$ cat src/hdl/fxalu_pkg.sv
// Shared package for the Q24.8 fixed-point ALU: sizes, opcodes, item classes
// and the queue entry type. No dependencies.
`timescale 1ns / 1ps
`default_nettype none
package fxalu_pkg;
	localparam int FRAC_BITS  = 8;
	localparam int DATA_WIDTH = 32;
	localparam int NUM_W      = DATA_WIDTH + FRAC_BITS;
	localparam int CNT_W      = $clog2(NUM_W + 1);
	localparam int QDEPTH     = 4;
	localparam int QPTR_W     = $clog2(QDEPTH);
	localparam int QCNT_W     = $clog2(QDEPTH + 1);

	typedef enum logic [3:0] {
		OP_ADD, OP_SUB, OP_MUL, OP_DIV, OP_GT, OP_LT, OP_GE, OP_LE,
		OP_EQ, OP_NE, OP_MIN, OP_MAX, OP_INC, OP_DEC, OP_TO_INT, OP_FROM_INT
	} op_t;

	typedef enum logic [1:0] {
		CL_SIMPLE, CL_MUL, CL_DIV, CL_DIVZ
	} cls_t;

	typedef struct packed {
		op_t                           op;
		cls_t                          cls;
		logic signed [DATA_WIDTH-1:0]  a;
		logic signed [DATA_WIDTH-1:0]  b;
	} item_t;
endpackage
`default_nettype wire

$ cat src/hdl/fxalu_front.sv
// Front end: classifies an incoming beat into simple, multiply, divide or
// divide-by-zero work and forms the queue entry. Depends on fxalu_pkg.
`timescale 1ns / 1ps
`default_nettype none
module fxalu_front import fxalu_pkg::*; (
	input  wire logic [3:0]            op,
	input  wire logic [DATA_WIDTH-1:0] operand_a,
	input  wire logic [DATA_WIDTH-1:0] operand_b,
	output item_t                      item
);
	op_t op_e;
	cls_t cls;

	assign op_e = op_t'(op);

	always_comb begin
		case (op_e)
			OP_MUL:  cls = CL_MUL;
			OP_DIV:  cls = (operand_b == '0) ? CL_DIVZ : CL_DIV;
			default: cls = CL_SIMPLE;
		endcase
	end

	assign item.op  = op_e;
	assign item.cls = cls;
	assign item.a   = operand_a;
	assign item.b   = operand_b;
endmodule
`default_nettype wire

$ cat src/hdl/fxalu_queue.sv
// Short in-order queue of classified items between front and back end.
// Depends on fxalu_pkg.
`timescale 1ns / 1ps
`default_nettype none
module fxalu_queue import fxalu_pkg::*; (
	input  wire logic  clk,
	input  wire logic  arst_n,
	input  wire logic  push,
	input  wire item_t push_item,
	input  wire logic  pop,
	output item_t      head,
	output logic       empty,
	output logic       full
);
	item_t             mem_q [QDEPTH];
	logic [QPTR_W-1:0] wr_q, rd_q;
	logic [QCNT_W-1:0] cnt_q;

	assign empty = (cnt_q == '0);
	assign full  = (cnt_q == QCNT_W'(QDEPTH));
	assign head  = mem_q[rd_q];

	always_ff @(posedge clk) begin
		if (push) begin
			mem_q[wr_q] <= push_item;
		end
	end

	always_ff @(posedge clk or negedge arst_n) begin
		if (!arst_n) begin
			wr_q  <= '0;
			rd_q  <= '0;
			cnt_q <= '0;
		end else begin
			if (push) begin
				wr_q <= wr_q + 1'b1;
			end
			if (pop) begin
				rd_q <= rd_q + 1'b1;
			end
			if (push && !pop) begin
				cnt_q <= cnt_q + 1'b1;
			end else if (pop && !push) begin
				cnt_q <= cnt_q - 1'b1;
			end
		end
	end
endmodule
`default_nettype wire

$ cat src/hdl/fxalu_div.sv
// Radix-2 restoring divider for (|a| << FRAC_BITS) / |b|, one quotient bit
// per cycle, sign applied at the end. Depends on fxalu_pkg.
`timescale 1ns / 1ps
`default_nettype none
module fxalu_div import fxalu_pkg::*; (
	input  wire logic                  clk,
	input  wire logic                  arst_n,
	input  wire logic                  start,
	input  wire logic [DATA_WIDTH-1:0] a,
	input  wire logic [DATA_WIDTH-1:0] b,
	output logic                       busy,
	output logic                       done,
	output logic [DATA_WIDTH-1:0]      quotient
);
	logic [DATA_WIDTH-1:0] rem_q, den_q, mag_a, mag_b, q_mag;
	logic [NUM_W-1:0]      num_q;
	logic [CNT_W-1:0]      cnt_q;
	logic                  busy_q, done_q, neg_q;
	logic [DATA_WIDTH:0]   shifted, diff;
	logic                  ge;

	assign mag_a = a[DATA_WIDTH-1] ? (~a + 1'b1) : a;
	assign mag_b = b[DATA_WIDTH-1] ? (~b + 1'b1) : b;

	assign shifted = {rem_q, num_q[NUM_W-1]};
	assign diff    = shifted - {1'b0, den_q};
	assign ge      = !diff[DATA_WIDTH];

	assign busy     = busy_q;
	assign done     = done_q;
	assign q_mag    = num_q[DATA_WIDTH-1:0];
	assign quotient = neg_q ? (~q_mag + 1'b1) : q_mag;

	always_ff @(posedge clk) begin
		if (start) begin
			rem_q <= '0;
			num_q <= NUM_W'(mag_a) << FRAC_BITS;
			den_q <= mag_b;
			neg_q <= a[DATA_WIDTH-1] ^ b[DATA_WIDTH-1];
		end else if (busy_q) begin
			rem_q <= ge ? diff[DATA_WIDTH-1:0] : shifted[DATA_WIDTH-1:0];
			num_q <= {num_q[NUM_W-2:0], ge};
		end
	end

	always_ff @(posedge clk or negedge arst_n) begin
		if (!arst_n) begin
			busy_q <= 1'b0;
			done_q <= 1'b0;
			cnt_q  <= '0;
		end else begin
			done_q <= busy_q && (cnt_q == CNT_W'(1));
			if (start) begin
				busy_q <= 1'b1;
				cnt_q  <= CNT_W'(NUM_W);
			end else if (busy_q) begin
				cnt_q <= cnt_q - 1'b1;
				if (cnt_q == CNT_W'(1)) begin
					busy_q <= 1'b0;
				end
			end
		end
	end
endmodule
`default_nettype wire

$ cat src/hdl/fxalu_back.sv
// Back end: executes queued items in order. Simple ops, multiply and divide
// by zero run in two stages; other divides in fxalu_div. Depends on fxalu_pkg.
`timescale 1ns / 1ps
`default_nettype none
module fxalu_back import fxalu_pkg::*; (
	input  wire logic               clk,
	input  wire logic               arst_n,
	input  wire item_t              head,
	input  wire logic               empty,
	output logic                    pop,
	output logic                    done,
	output logic [DATA_WIDTH-1:0]   result_value,
	output logic                    compare_true,
	output logic                    divide_error
);
	logic signed [DATA_WIDTH-1:0] a, b;
	logic [DATA_WIDTH-1:0]        mag_a, mag_b, res, mul_q, mul_v, div_q;
	logic                         cmp, lt_ab, lt_ba, div_busy, div_done, div_start;
	logic [2*DATA_WIDTH-1:0]      prod;

	logic                         valid_s1, is_mul_s1, neg_s1, cmp_s1, err_s1;
	logic [DATA_WIDTH-1:0]        res_s1;
	logic [2*DATA_WIDTH-1:0]      prod_s1;

	logic                         valid_s2, cmp_s2, err_s2;
	logic [DATA_WIDTH-1:0]        res_s2;

	assign a     = head.a;
	assign b     = head.b;
	assign pop   = !empty && !div_busy;
	assign div_start = pop && (head.cls == CL_DIV);

	assign mag_a = a[DATA_WIDTH-1] ? (~a + 1'b1) : a;
	assign mag_b = b[DATA_WIDTH-1] ? (~b + 1'b1) : b;
	assign prod  = mag_a * mag_b;
	assign lt_ab = a < b;
	assign lt_ba = b < a;

	always_comb begin
		res = '0;
		cmp = 1'b0;
		case (head.op)
			OP_ADD:      res = a + b;
			OP_SUB:      res = a - b;
			OP_GT:       cmp = lt_ba;
			OP_LT:       cmp = lt_ab;
			OP_GE:       cmp = !lt_ab;
			OP_LE:       cmp = !lt_ba;
			OP_EQ:       cmp = (a == b);
			OP_NE:       cmp = (a != b);
			OP_MIN:      res = lt_ba ? b : a;
			OP_MAX:      res = lt_ab ? b : a;
			OP_INC:      res = a + 1'b1;
			OP_DEC:      res = a - 1'b1;
			OP_TO_INT:   res = a >>> FRAC_BITS;
			OP_FROM_INT: res = a << FRAC_BITS;
			default:     res = '0;
		endcase
	end

	fxalu_div u_div (
		.clk      (clk),
		.arst_n   (arst_n),
		.start    (div_start),
		.a        (head.a),
		.b        (head.b),
		.busy     (div_busy),
		.done     (div_done),
		.quotient (div_q)
	);

	always_ff @(posedge clk) begin
		if (pop) begin
			res_s1    <= res;
			cmp_s1    <= cmp;
			err_s1    <= (head.cls == CL_DIVZ);
			is_mul_s1 <= (head.cls == CL_MUL);
			neg_s1    <= a[DATA_WIDTH-1] ^ b[DATA_WIDTH-1];
			prod_s1   <= prod;
		end
	end

	assign mul_q = prod_s1[FRAC_BITS +: DATA_WIDTH];
	assign mul_v = neg_s1 ? (~mul_q + 1'b1) : mul_q;

	always_ff @(posedge clk) begin
		if (div_done) begin
			res_s2 <= div_q;
			cmp_s2 <= 1'b0;
			err_s2 <= 1'b0;
		end else if (valid_s1) begin
			res_s2 <= is_mul_s1 ? mul_v : res_s1;
			cmp_s2 <= cmp_s1;
			err_s2 <= err_s1;
		end
	end

	always_ff @(posedge clk or negedge arst_n) begin
		if (!arst_n) begin
			valid_s1 <= 1'b0;
			valid_s2 <= 1'b0;
		end else begin
			valid_s1 <= pop && (head.cls != CL_DIV);
			valid_s2 <= valid_s1 || div_done;
		end
	end

	assign done         = valid_s2;
	assign result_value = res_s2;
	assign compare_true = cmp_s2;
	assign divide_error = err_s2;
endmodule
`default_nettype wire

$ cat src/hdl/fixed_point_q24_8_alu.sv
// Top level of the signed Q24.8 fixed-point ALU: front end, item queue and
// back end. Depends on fxalu_pkg, fxalu_front, fxalu_queue and fxalu_back.
//
//   Channel   Handshake            Payload
//   --------  -------------------  ------------------------------------------
//   command   start / busy         op, operand_a, operand_b
//   result    done (one-cycle)     result_value, compare_true, divide_error
//
// A command beat is taken at a rising edge with start high and busy low; it
// goes into a four-entry queue. Busy is high only while that queue is full.
// All operations except a divide with a nonzero divisor leave the queue at
// one per cycle while the divider is idle, pass through the s1 and s2
// registers to the result ports, and so stream at one beat per cycle.
// A divide with a nonzero divisor runs in the one-bit-per-cycle divider;
// no later item leaves the queue while it is busy. Results appear in
// command order, each for exactly one cycle with done high; the receiver
// cannot stall. Reset clears the queue, valid flags and divider control.
`timescale 1ns / 1ps
`default_nettype none
module fixed_point_q24_8_alu import fxalu_pkg::*; (
	input  wire logic                  clk,
	input  wire logic                  arst_n,
	input  wire logic                  start,
	output logic                       busy,
	input  wire logic [3:0]            op,
	input  wire logic [DATA_WIDTH-1:0] operand_a,
	input  wire logic [DATA_WIDTH-1:0] operand_b,
	output logic                       done,
	output logic [DATA_WIDTH-1:0]      result_value,
	output logic                       compare_true,
	output logic                       divide_error
);
	item_t in_item, head;
	logic  push, pop, empty, full;

	// The front end only labels the command; the queue does the decoupling.
	fxalu_front u_front (
		.op        (op),
		.operand_a (operand_a),
		.operand_b (operand_b),
		.item      (in_item)
	);

	assign busy = full;
	assign push = start && !full;

	fxalu_queue u_queue (
		.clk       (clk),
		.arst_n    (arst_n),
		.push      (push),
		.push_item (in_item),
		.pop       (pop),
		.head      (head),
		.empty     (empty),
		.full      (full)
	);

	// The back end pops whenever the queue is not empty and the divider is not busy.
	fxalu_back u_back (
		.clk          (clk),
		.arst_n       (arst_n),
		.head         (head),
		.empty        (empty),
		.pop          (pop),
		.done         (done),
		.result_value (result_value),
		.compare_true (compare_true),
		.divide_error (divide_error)
	);
endmodule
`default_nettype wire
$ cat config.mk
export PLATFORM = sky130hd
export DESIGN_NAME = fixed_point_q24_8_alu
export DESIGN_NICKNAME = d
export VERILOG_FILES = /design/src/hdl/fxalu_pkg.sv /design/src/hdl/fxalu_front.sv /design/src/hdl/fxalu_queue.sv /design/src/hdl/fxalu_div.sv /design/src/hdl/fxalu_back.sv /design/src/hdl/fixed_point_q24_8_alu.sv
export SDC_FILE = /design/constraint.sdc
export NUM_CORES = 2
export LEC_CHECK = 0
export BUFFER_PORTS_ARGS = -buffer_cell sky130_fd_sc_hd__buf_2
export CORE_ASPECT_RATIO = 1.25
export CORE_MARGIN = 2
export CORE_UTILIZATION = 37
export DETAILED_ROUTE_END_ITERATION = 10
export GPL_TIMING_DRIVEN = 0
export PLACE_DENSITY_LB_ADDON = 0.05
export REMOVE_ABC_BUFFERS = 1
export SYNTH_ARGS = -nofsm -noshare
export SYNTH_HDL_FRONTEND = slang
export SYNTH_SLANG_ARGS = --single-unit
export TNS_END_PERCENT = 20
$ cat constraint.sdc
create_clock -name clk -period 14.4 [get_ports clk]
set_input_delay 2.16 -clock clk [delete_from_list [all_inputs] [get_ports clk]]
set_output_delay 2.16 -clock clk [all_outputs]
set_load 0.02 [all_outputs]
==> metrics.md <==
| Metric | Value |
|---|---|
| Syn Std Cell Area | `50420 µm²` |
| CTS tree | `done` |
| Worst slew pin tran | `1.430 ns` |
| Worst-path fanout max | `39` |
| Remaining antenna violation count | `0` |
| Critical path class | `flop to flop` |
| Ys flop type | `edfxtp_1` |
| CP dominant cell by count | `fa_1` |
| Global Route Usage Sum | `25.08%` |
| DRT iter0 DRCs | `2408` |
| DIE AREA | `139300 µm²` |
| Slew Limit Fails | `0` |
| Unrepaired setup endpoints after global routing | `false` |
| Initial antenna violation count | `5` |
| Multi-input gate area | `between 30000 and 40000 µm²` |
| Async SR Flop Fraction | `under 10%` |
| Final hold slack | `0.4879 ns` |
| Ys Warns | `0` |
| Cell count after synthesis | `5036` |
| Worst path required time | `approximately 15 ns` |
| Fill cells | `13310` |
| Clk_skew | `0.05079 ns` |
| Setup TNS | `0 ns` |
| Placement Setup Slack | `about 1.4 ns` |
| Total Nets Final | `between 6000 and 7000` |
| Grt ovf | `0` |
| Vias in the first global route | `38534` |
| Final worst path period need | `12.93 ns` |
| Hold crit path type | `flop to flop` |
| Routed len/inst | `24.95 µm` |
| TritonRoute pass-1 iters | `5` |
| FP Rows | `151` |
| Post-synth cell types | `93` |
| Share of cells above drive strength 1 | `approximately 10%` |
| # IOs | `107` |
| Core Footprint | `135500 µm²` |
| Port-buffer cells | `106` |
| Starting Density | `about 37%` |
| Pin count of the biggest net entering global routing | `53` |
| Clock sinks | `just over 500` |
| Commonest non-fill, non-tap cell in the layout | `inv_1` |
| First-pass GRT wire length | `256600 µm` |
| Worst-Skew Late Latency | `0.70 ns` |
| Avg Inst Size Synth | `10.01 µm²` |
| Root Buffer | `clkbuf_16` |
| CTS Buf Count | `58` |
| Number of vias in the routed layout | `36779` |
| Clk pin slew, worst setup/hold paths | `0.06 ns` |
| Register bit total from synthesis | `504` |
| Final setup vio count | `0` |
| DP HPWL | `138200 µm` |
| CTS H-tree depth | `2` |
| Die Y | `416.7 µm` |
| Largest stage delay, worst path | `approximately 0.93 ns` |
| Setup crit start kind | `flop` |
| Number of flops mapped to enable cells by yosys | `approximately 450` |
| Post-cts hold buffer count | `0` |
| FF+latch area | `14640 µm²` |
| RD Place Congestion | `0.8799` |
| Routed WL | `between 150000 and 200000 µm` |
| CTS Buffer Depth | `3` |
| Final worst-path cycle share | `89.79%` |
| Area growth, synth to finish | `11.81%` |
| Post-synthesis sequential area ratio | `29.01%` |
| Vias per cell | `5.343` |
| Status | `completed` |
| Max Cap Viol | `0` |
| Slowest cell on the critical path | `dfrtp_4` |
| Crit path capture type | `flop` |
| Resized Gates After CTS | `0` |
| WP data arrival | `13.33 ns` |
| Post-CTS setup buffer count | `0` |
| Commonest non-fill, non-tap cells in the layout | `inv_1 (780), fa_1 (628), nand2_1 (564), nor2_1 (556), edfxtp_1 (445)` |
| Final Hold Viols | `0` |
| Worst rel slew slack | `4.356%` |
| Worst setup margin | `between 1 and 1.5 ns` |
| DR DRC count | `0` |
| Die Wd | `334.2 µm` |
| Fmax | `roughly 0.077 GHz` |
## flip-flops by register name (all words and copies together), names as in the netlist, 2 cells and up
register / count
u_back.prod_s1: 32
u_queue.rd_q: 2
u_back.u_div.num_q: 40
u_back.u_div.cnt_q: 6
u_back.u_div.den_q: 32
u_queue.cnt_q: 3
u_back.result_value: 32
u_back.res_s1: 32
u_back.u_div.rem_q: 32
u_queue.wr_q: 2
u_queue.mem_q: 280
## worst paths after layout
kind                                                          start                             endpoint  slack [ns]  cells after the start
worst max-delay path                    u_queue.rd_q[0]$_DFFE_PN0P_         u_back.prod_s1[29]$_DFFE_PP_        1.47                     34
worst min-delay path            u_back.u_div.rem_q[22]$_SDFFE_PP0P_  u_back.u_div.rem_q[22]$_SDFFE_PP0P_        0.49                      2
worst max register to register          u_queue.rd_q[0]$_DFFE_PN0P_         u_back.prod_s1[29]$_DFFE_PP_        1.47                     34
worst min register to register  u_back.u_div.rem_q[22]$_SDFFE_PP0P_  u_back.u_div.rem_q[22]$_SDFFE_PP0P_        0.49                      2
max in group asynchronous                                    arst_n          u_queue.rd_q[0]$_DFFE_PN0P_       12.58                      1
min in group asynchronous                                    arst_n         u_queue.cnt_q[0]$_DFFE_PN0P_        1.43                      1
## critical path, delay by kind of cell (launching register included)
family / cells / cell delay, ns
AND/OR/NAND/NOR: 5 / 1.42
XOR/XNOR: 2 / 0.69
flip-flops: 1 / 0.93
adder cells (fa/ha/maj): 9 / 4.47
buffers and inverters: 6 / 1.37
multiplexers: 2 / 1.02
AO/OA/AOI/OAI: 10 / 2.56
## metal layers
metal	global-route usage, %	vias up	wire [µm]
met3	2.346	266	7085
li1	-	16599	-
met4	9.055	0	7262
met1	32.39	18933	71970
met2	43.75	981	85390
met5	0	-	0
## cell type report
| class | count | share of cell area [%] |
|---|---|---|
| clock buffer | 64 | 2.615 |
| clock inverter | 39 | 0.7102 |
| timing repair buffer | 204 | 3.762 |
| antenna | 3 | 0.01332 |
| sequential | 504 | 25.97 |
| multi-input combinational | 3515 | 57.72 |
| tap | 1759 | 3.904 |
| inverter | 795 | 5.305 |
## cell families (layout without fill, tap and decap cells)
family                     count (synthesis)  in the layout  synth area share, %
and+or+nand+nor                         1424           1424                12.19
AOI/OAI and AO/OA                        729            729                9.135
muxes                                    154            154                4.737
other                                      0              3                    0
buffers and inverters                   1017           1102                7.722
adders and majority gates                905            905                31.81
DFF                                      504            504                29.01
xor gates and xnor gates                 303            303                5.395
## Yosys cell counts, types with 24 or more instances
library cell	n	area [µm²]
a21o_1	73	548.0
a21oi_1	179	895.9
a31oi_1	24	150.1
and2_1	24	150.1
clkbuf_1	179	671.9
dfxtp_1	42	840.8
edfxtp_1	445	13360
fa_1	628	12570
ha_1	277	3466
inv_1	783	2939
mux2i_1	80	800.8
mux4_2	67	1509
nand2_1	565	2121
nand2b_1	28	175.2
nand3_1	31	155.2
nor2_1	559	2098
nor2b_1	27	168.9
nor3_1	51	255.2
o21a_1	27	202.7
o21ai_0	202	1011
o21bai_1	25	187.7
o22ai_1	31	193.9
o31ai_1	33	247.7
xnor2_1	196	1717
xor2_1	99	867.1
## stage by stage
step	utilization, %	instance area (µm²)	instances
4_1_cts	41.61	56360	6880
3_5_place_dp	40.22	54490	6777
6_report	41.62	56370	6883
5_1_grt	41.61	56370	6880
3_3_place_gp	38.57	52240	6679
2_1_floorplan	-	49510	4814
Power is left out: the tool's default activity adds up to more than one toggle a clock period on the data nets, which glitch-free logic cannot reach.
